==> src/rtl/core/vnacc_pkg.sv <==
// ---------------------------------------------------------------------------
// Vertex normal accumulator package
// Beat types, the command word passed from the front to the back end, and
// the fixed widths of the Q1.14 arithmetic.
// ---------------------------------------------------------------------------
package vnacc_pkg;

   localparam int IDX_W       = 10;   // vertex index width on the request
   localparam int POS_W       = 16;   // Q1.14 position component
   localparam int NRM_W       = 16;   // Q1.14 normal component
   localparam int FRAC_BITS   = 14;   // fraction bits of Q1.14
   localparam int MAG_BITS    = 24;   // magnitudes are scaled below 2^24
   localparam int EDGE_W      = POS_W + 1;
   localparam int CROSS_W     = 2 * EDGE_W + 1;
   localparam int RANGE_W     = 17;   // holds any vertex count up to 65536
   localparam int QUEUE_DEPTH = 2;

   typedef enum logic [1:0] {
      REQ_STORE = 2'd0,
      REQ_FACE  = 2'd1,
      REQ_QUERY = 2'd2
   } req_kind_type;

   typedef struct packed {
      logic [1:0]              req_type;
      logic [IDX_W-1:0]        vertex_index;
      logic signed [POS_W-1:0] pos_x;
      logic signed [POS_W-1:0] pos_y;
      logic signed [POS_W-1:0] pos_z;
      logic [IDX_W-1:0]        corner_a;
      logic [IDX_W-1:0]        corner_b;
      logic [IDX_W-1:0]        corner_c;
   } req_beat_type;

   typedef struct packed {
      logic signed [NRM_W-1:0] normal_x;
      logic signed [NRM_W-1:0] normal_y;
      logic signed [NRM_W-1:0] normal_z;
      logic                    normal_valid;
   } rsp_beat_type;

   // Classified command. Corners are already in winding order.
   typedef struct packed {
      req_kind_type            kind;
      logic                    out_of_range;
      logic [IDX_W-1:0]        vertex_index;
      logic signed [POS_W-1:0] pos_x;
      logic signed [POS_W-1:0] pos_y;
      logic signed [POS_W-1:0] pos_z;
      logic [IDX_W-1:0]        corner_a;
      logic [IDX_W-1:0]        corner_b;
      logic [IDX_W-1:0]        corner_c;
   } cmd_type;

endpackage

==> src/rtl/core/vnacc_front.sv <==
// ---------------------------------------------------------------------------
// Vertex normal accumulator front end
// Accepts request beats, range checks and classifies them, applies the
// winding register and queues the commands for the back end.
// ---------------------------------------------------------------------------
module vnacc_front #(
   parameter int VERTEX_COUNT = 1024
) (
   input  logic                   clock,
   input  logic                   reset,
   input  logic                   req_valid,
   output logic                   req_stall,
   input  vnacc_pkg::req_beat_type req_beat,
   input  logic                   csr_wr_en,
   input  logic                   csr_wr_data,
   input  logic                   clearing,
   output logic                   cmd_valid,
   output vnacc_pkg::cmd_type     cmd,
   input  logic                   cmd_pop
);
   import vnacc_pkg::*;

   localparam int PTR_W = $clog2(QUEUE_DEPTH);
   localparam int CNT_W = $clog2(QUEUE_DEPTH + 1);
   localparam logic [RANGE_W-1:0] VC = RANGE_W'(VERTEX_COUNT);

   logic              reverse_winding_ff;
   cmd_type           queue_ff [QUEUE_DEPTH];
   logic [PTR_W-1:0]  wr_ptr_ff;
   logic [PTR_W-1:0]  rd_ptr_ff;
   logic [CNT_W-1:0]  count_ff;
   cmd_type           entry_in;
   logic              push_in;
   logic              accept;
   logic              pop;

   function automatic logic in_range(input logic [IDX_W-1:0] idx);
      return {{(RANGE_W-IDX_W){1'b0}}, idx} < VC;
   endfunction

   assign req_stall = (count_ff == CNT_W'(QUEUE_DEPTH)) || clearing;
   assign accept    = req_valid && !req_stall;
   assign cmd_valid = (count_ff != '0);
   assign cmd       = queue_ff[rd_ptr_ff];
   assign pop       = cmd_pop && cmd_valid;

   always_comb begin
      entry_in              = '0;
      push_in               = 1'b0;
      entry_in.vertex_index = req_beat.vertex_index;
      entry_in.pos_x        = req_beat.pos_x;
      entry_in.pos_y        = req_beat.pos_y;
      entry_in.pos_z        = req_beat.pos_z;
      entry_in.corner_b     = req_beat.corner_b;
      // Reversed winding swaps the first and last corner.
      entry_in.corner_a     = reverse_winding_ff ? req_beat.corner_c : req_beat.corner_a;
      entry_in.corner_c     = reverse_winding_ff ? req_beat.corner_a : req_beat.corner_c;
      case (req_beat.req_type)
         REQ_STORE: begin
            entry_in.kind = REQ_STORE;
            push_in       = in_range(req_beat.vertex_index);
         end
         REQ_FACE: begin
            entry_in.kind = REQ_FACE;
            push_in       = in_range(req_beat.corner_a) && in_range(req_beat.corner_b)
                            && in_range(req_beat.corner_c);
         end
         REQ_QUERY: begin
            entry_in.kind         = REQ_QUERY;
            entry_in.out_of_range = !in_range(req_beat.vertex_index);
            push_in               = 1'b1;
         end
         default: begin
            push_in = 1'b0;
         end
      endcase
   end

   always_ff @(posedge clock) begin
      if (reset) begin
         reverse_winding_ff <= 1'b0;
         wr_ptr_ff          <= '0;
         rd_ptr_ff          <= '0;
         count_ff           <= '0;
      end else begin
         if (csr_wr_en) begin
            reverse_winding_ff <= csr_wr_data;
         end
         if (accept && push_in) begin
            queue_ff[wr_ptr_ff] <= entry_in;
            wr_ptr_ff           <= wr_ptr_ff + PTR_W'(1);
         end
         if (pop) begin
            rd_ptr_ff <= rd_ptr_ff + PTR_W'(1);
         end
         case ({accept && push_in, pop})
            2'b10:   count_ff <= count_ff + CNT_W'(1);
            2'b01:   count_ff <= count_ff - CNT_W'(1);
            default: count_ff <= count_ff;
         endcase
      end
   end

endmodule

==> config.mk <==
export PLATFORM = sky130hd
export DESIGN_NAME = vnacc_front
export DESIGN_NICKNAME = d
export VERILOG_FILES = /design/src/rtl/core/vnacc_pkg.sv /design/src/rtl/core/vnacc_front.sv
export SDC_FILE = /design/constraint.sdc
export NUM_CORES = 1
export LEC_CHECK = 0
export BUFFER_PORTS_ARGS = -buffer_cell sky130_fd_sc_hd__buf_4
export CAP_MARGIN = 0
export CORE_MARGIN = 3
export CORE_UTILIZATION = 47
export CTS_CLUSTER_SIZE = 8
export DETAILED_ROUTE_END_ITERATION = 12
export GPL_TIMING_DRIVEN = 0
export HOLD_SLACK_MARGIN = 0.1
export PLACE_DENSITY = 0.76
export SLEW_MARGIN = 20
export SYNTH_ARGS = -nofsm -noshare
export SYNTH_HDL_FRONTEND = slang
export SYNTH_SLANG_ARGS = --single-unit
==> constraint.sdc <==
create_clock -name clock -period 9.2 [get_ports clock]
set_input_delay 1.84 -clock clock [delete_from_list [all_inputs] [get_ports clock]]
set_output_delay 1.84 -clock clock [all_outputs]
set_load 0.1 [all_outputs]
==> flow_summary.yaml, run 1 <==
status:
  outcome: "completed"
synth:
  synth_top_area_frac: 0.7705
  yosysMostFrequentCell: "edfxtp_1"
  syn_area_per_cell_sq_um: 20.88
  ys_ff_latch: 186
  syn-num-nets: 434
  synth.area.top_cells: "edfxtp_1 (77%), mux2_2 (18%), dfxtp_1 (1.7%)"
  synth-edff-count: 180
  synth_cell_type_count: 25
  yosysTopAreaCell: "edfxtp_1"
  synth.cell_area_sq_um: 7015
  synthTopCellsByCount: "edfxtp_1 (180), mux2_2 (110), buf_2 (12)"
  synth-main-ff-cell: "edfxtp_1"
  yosysWarnings: 0
  synthCells: 336
  synth-async-reset-ratio: 0
  yosysSeqAreaShare: 0.7876
floorplanning:
  fp.dieW_um: 128.2
  dieArea_sq_um: 16430
  start_util: 0.4809
  core_area_sq_um: 14590
  rows: 44
  die_h_um: 128.2
  io_pins: 190
sta:
  worst_pin_slew_ps: 735.4
  finalHoldWorstSlack_ps: 525.2
  fin_crit_sh: 0.4598
  relSlewSlack: 0.5092
  fmax_ghz: 0.2364
  drv_slew: 0
  finClkSkew_ps: 5.652
  tns_ps: 0
  fin_crit_ps: 4230
  worst_slack_ps: 4970
  setup_viol: 0
  finalHoldViolCount: 0
  rsz0062_at_grt: "no"
placement:
  gp_congestion: 0.7137
  port_buffers: 187
  pre_cts_ws_ps: 4971
  place_hpwl_um: 9781
routing:
  wirelength_um: 13580
  vias_per_cell: 4.983
  first_iter_violations: 217
  first_pass_iters: 4
  postRouteAntennaNets: 0
  drc: 0
  vias: 3772
  routedWlPerCell_um: 17.94
global_routing:
  grt_pass1_vias: 4018
  track_usage: 0.1670
  grt_first_pass_wirelength_um: 20710
  grt_overflow: 0
  grt_max_degree: 17
  antenna_found_initial: 0
setup_path:
  cp_max_fo: 2
  end_kind: "output port"
  required_ps: 7360
  start_kind: "input port"
  worst_ep_arrival_time_ps: 2390
  crit_type: "input port to output port"
clocking:
  cts_buffer_depth: 2
  cts_tree: "yes"
  cts_setup_buffers: 0
  cts.root.buffer_cell: "clkbuf_16"
  cts_sinks: 186
  cts_resized: 0
  cts_made_buffers: 17
  htreeDepth: 4
  clk_pin_slew_ps: 60
  postCtsHoldBufs: 0
  clock_latency_ps: 430
power_and_ir_drop:
  total_leakage_power_uw: 0.003509
  p_sw_frac: 0.3954
  pwr-share-clk: 0.259
  p_total_uw: 2659
  p_switching_uw: 1051
  internal_power_uw: 1607
  power_frac_comb: 0.377
  p_per_area_nw_per_um2: 282.5
  vdd_drop_max_mv: 0.1592
  p_seq_frac: 0.364
finish:
  drive_above_1_share: 0.6300
  diodes: 0
  syn2layout_area_growth_pct: 34.15
  final_core_util: 0.6451
  fin_nets: 658
  nFillCells: 1018
flow_run:
  cap_viol_max_count: 0
hold_path:
  hp-class: "flip-flop to flip-flop"
## through the flow
stage	instances	cell area, sq um
2_1_floorplan	336	7020
3_3_place_gp	707	8655
3_5_place_dp	725	8850
4_1_cts	757	9412
5_1_grt	757	9412
6_report	757	9412
## final cells by class
type / instances / area (sq um) / area share
Tap cell: 184 / 230.2 / 0.02446
Multi-Input combinational cell: 136 / 1435 / 0.1525
Clock inverter: 13 / 128.9 / 0.01369
Sequential cell: 186 / 5525 / 0.5871
Timing Repair Buffer: 205 / 1588 / 0.1687
Clock buffer: 19 / 432.9 / 0.04600
Buffer: 14 / 71.32 / 0.007578
## layer usage
layer  routed length, um  share of wire  global-route usage  vias up
met5                   0              0                   0        -
met4                 263          0.019             0.06991        0
met3                1067          0.079             0.05833       21
met2                6715           0.49              0.2742      134
met1                5533           0.41              0.2014     1852
li1                    -              -                   -     1765
## worst paths after layout
check | start | to | slack, ps | cells past startpoint
min reg2reg | count_ff[1]$_SDFFE_PP0P_ | count_ff[1]$_SDFFE_PP0P_ | 530 | 2
min | count_ff[1]$_SDFFE_PP0P_ | count_ff[1]$_SDFFE_PP0P_ | 530 | 2
max reg2reg | count_ff[0]$_SDFFE_PP0P_ | queue_ff[1][55]$_DFFE_PP_ | 6830 | 6
max | clearing | req_stall | 4970 | 3
## sequential cells by signal (all words and copies together), names as in the netlist, named ones only
| signal | cells |
|---|---|
| rd_ptr_ff | 1 |
| reverse_winding_ff | 1 |
| count_ff | 2 |
| queue_ff | 180 |
| wr_ptr_ff | 1 |
## placed cells by master, fill, tap and decap left out, types with 3 or more instances in the layout
cell	Yosys	routed
clkbuf_1	1	3
clkinv_2	0	4
buf_6	0	5
dfxtp_1	6	6
buf_2	12	12
buf_4	1	197
mux2_2	110	110
nor2b_1	3	3
nor2_1	5	5
edfxtp_1	180	180
buf_8	0	4
clkinv_4	0	3
clkbuf_16	0	17
## power groups by stage
stage / Sequential (uW) / Combinational [uW] / Clock (uW)
after global routing: 970 / 1030 / 746
after floorplan: 988 / 797 / 0
after detailed placement: 986 / 1010 / 0
after CTS: 968 / 1010 / 707
final: 968 / 1000 / 690
after global placement: 991 / 993 / 0
## critical path, cell delays in order
cell,delay (ps)
buf_4,110
or2b_1,210
buf_4,230
## cell families after synthesis
kind of cell | after synthesis | synth area share
AO/OA/AOI/OAI | 3 | 0.002496
XOR/XNOR | 3 | 0.003746
adder cells (fa/ha/maj) | 1 | 0.001783
buffers and inverters | 14 | 0.01017
flip-flops | 186 | 0.7876
multiplexers | 112 | 0.1801
other | 1 | 0.0005345
AND/OR/NAND/NOR | 16 | 0.01356
(Power assumes the default switching activity.)
==> run 2: changes to the inputs <==
--- a/config.mk
+++ b/config.mk
@@ -5,10 +5,11 @@
 export SDC_FILE = /design/constraint.sdc
 export NUM_CORES = 1
 export LEC_CHECK = 0
+export ABC_AREA = 1
 export BUFFER_PORTS_ARGS = -buffer_cell sky130_fd_sc_hd__buf_4
 export CAP_MARGIN = 0
 export CORE_MARGIN = 3
-export CORE_UTILIZATION = 47
+export CORE_UTILIZATION = 50
 export CTS_CLUSTER_SIZE = 8
 export DETAILED_ROUTE_END_ITERATION = 12
 export GPL_TIMING_DRIVEN = 0
==> constraint.sdc (replaced) <==
create_clock -name clock -period 4.3 [get_ports clock]
set_input_delay 0.86 -clock clock [delete_from_list [all_inputs] [get_ports clock]]
set_output_delay 0.86 -clock clock [all_outputs]
set_load 0.1 [all_outputs]
==> run 2 against run 1 <==
Clock power rose by 110%. Largest cell class unchanged. Critical path type is now flip-flop to output port. Synthesized cell count rose by 15%. Non-clock buffer count fell by 12.
==> flow_summary.yaml, run 2 <==
power_and_ir_drop:
  p_seq_frac: 0.439
  total_leakage_power_uw: 0.003847
  p_sw_frac: 0.3166
  p_switching_uw: 1479
  pwr-share-clk: 0.304
  p_per_area_nw_per_um2: 477.6
  vdd_drop_max_mv: 0.2792
  internal_power_uw: 3192
  power_frac_comb: 0.256
routing:
  first_pass_iters: 4
  postRouteAntennaNets: 0
  routedWlPerCell_um: 17.94
  drc: 0
  wirelength_um: 14260
  first_iter_violations: 181
  vias_per_cell: 5.011
  vias: 3984
sta:
  rsz0062_at_grt: "no"
  relSlewSlack: 0.6411
  finalHoldViolCount: 0
  fin_crit_ps: 2572
  tns_ps: 0
  setup_viol: 0
  fmax_ghz: 0.3888
  drv_slew: 0
  finClkSkew_ps: 6.812
  fin_crit_sh: 0.5982
  worst_pin_slew_ps: 537.1
  worst_slack_ps: 1728
finish:
  top_regs: "queue_ff x180, count_ff x2"
  diodes: 0
  fin_nets: 696
  final_core_util: 0.6703
  largest_reg_flops: 180
  syn2layout_area_growth_pct: 30.35
  fin_cells: 795
  finalInstanceArea_sq_um: 9779
  top_register: "queue_ff"
  drive_above_1_share: 0.5286
  final_cell_mix: "buf_4 (189), edfxtp_1 (180), mux2_4 (90)"
  final_common_cell: "buf_4"
global_routing:
  antenna_found_initial: 0
  grt_first_pass_wirelength_um: 21380
  grt_pass1_vias: 4180
  grt_max_degree: 54
  track_usage: 0.1713
  grt_overflow: 0
setup_path:
  crit_family: "buffers and inverters"
  crit_slowest_cell: "dfxtp_1"
  start_kind: "flip-flop"
  cp_num_buf_inv: 3
  worst_ep_arrival_time_ps: 1710
  crit_type: "flip-flop to output port"
  rrSetupSlack_ps: 2150
  required_ps: 3440
  cp_max_fo: 10
  crit_chain: "buf_6 > buf_12 > mux2_4 > buf_4"
  critPathMaxStageDelay_ps: 320
  end_kind: "output port"
status:
  outcome: "completed"
floorplanning:
  dieArea_sq_um: 16510
  rows: 44
  fp.dieW_um: 128.5
  start_util: 0.5142
  die_h_um: 128.5
  io_pins: 190
  core_area_sq_um: 14590
synth:
  synth_top_area_frac: 0.7205
  yosysMostFrequentCell: "edfxtp_1"
  synthTopCellsByCount: "edfxtp_1 (180), mux2_4 (90), inv_1 (24)"
  syn-num-nets: 485
  yosysTopAreaCell: "edfxtp_1"
  synth-edff-count: 180
  synth-async-reset-ratio: 0
  yosysWarnings: 0
  synth_cell_type_count: 18
  yosysSeqAreaShare: 0.7365
  synth.cell_area_sq_um: 7502
  syn_area_per_cell_sq_um: 19.39
  synth-main-ff-cell: "edfxtp_1"
  synthCells: 387
  synth.area.top_cells: "edfxtp_1 (72%), mux2_4 (18%), buf_12 (2.4%)"
  ys_ff_latch: 186
clocking:
  htreeDepth: 4
  postCtsHoldBufs: 0
  cts_resized: 0
  cts_made_buffers: 17
  clock_latency_ps: 410
  cts.root.buffer_cell: "clkbuf_16"
  cts_sinks: 186
  clk_pin_slew_ps: 60
  cts_buffer_depth: 2
  cts_tree: "yes"
  cts_setup_buffers: 0
hold_path:
  hp-class: "flip-flop to flip-flop"
placement:
  place_hpwl_um: 9808
  pre_cts_ws_ps: 1615
  post_dp_cell_area_sq_um: 9244
  gp_congestion: 0.7168
  port_buffers: 188
  dp_cells: 763
flow_run:
  cap_viol_max_count: 0
run 2: changes by cell type in the layout (fill, tap and decap cells not counted), sizes merged, moves of 3 or more:
cell,delta
a21oi,+12
inv,+26
buf,-13
nor2,+17
mux2,-21
clkinv,-3
nor2b,-3
o21ai,+12
nand2,+18
run 2: layer usage:
layer | up-vias | track usage | part of all wire
met5 | - | 0 | 0
met4 | 0 | 0.04818 | 0.0083
met3 | 11 | 0.05978 | 0.077
met2 | 153 | 0.2930 | 0.51
met1 | 1947 | 0.2075 | 0.41
li1 | 1873 | - | -
run 2: final cells by class:
type	count	area, sq um
Buffer	15	216.5
Fill cell	960	4810
Inverter	24	95.09
Clock inverter	13	102.6
Sequential cell	186	5525
Timing Repair Buffer	192	1499
Tap cell	184	230.2
Multi-Input combinational cell	162	1678
Clock buffer	19	432.9
run 2: worst paths after layout:
kind	start	end	depth (start not counted)
worst max register to register	count_ff[0]$_SDFFE_PP0P_	queue_ff[1][63]$_DFFE_PP_	6
worst min-delay path	rd_ptr_ff$_SDFFE_PP0P_	flip-flop	2
worst max-delay path	flip-flop	cmd[0]	4
worst min register to register	rd_ptr_ff$_SDFFE_PP0P_	flip-flop	2
run 2: cell families (layout without fill, tap and decap cells):
family                     count (synthesis)  in the layout  share of synthesized area
adders and majority gates                  1              1                   0.001668
DFF                                      186            186                     0.7365
and+or+nand+nor                           43             43                    0.02201
buffers and inverters                     39            263                    0.04086
AOI/OAI and AO/OA                         27             27                    0.01835
muxes                                     90             90                     0.1801
other                                      1              1                  0.0004999
run 2: power groups by stage:
stage	Clock, uW	Sequential, uW	Combinational, uW
after floorplan	0	2090	952
after global placement	0	2090	1190
after detailed placement	0	2090	1210
after CTS	1450	2050	1210
after global routing	1530	2050	1240
final	1420	2050	1200
run 2: through the flow:
stage / hold slack [ps] / total power [uW]
3_5_place_dp: 494.2 / 3297
4_1_cts: 509.0 / 4714
6_report: 507.5 / 4671
5_1_grt: 554.5 / 4827
2_1_floorplan: 465.0 / 3041
3_3_place_gp: 480.0 / 3280
run 2: worst register-to-register path, cell delays in order, from the launching register on:
cell     delay [ps]
dfxtp_1         370
inv_1           110
a21oi_1         220
nand2_1         180
nor2_4          460
buf_12          270
buf_12          220
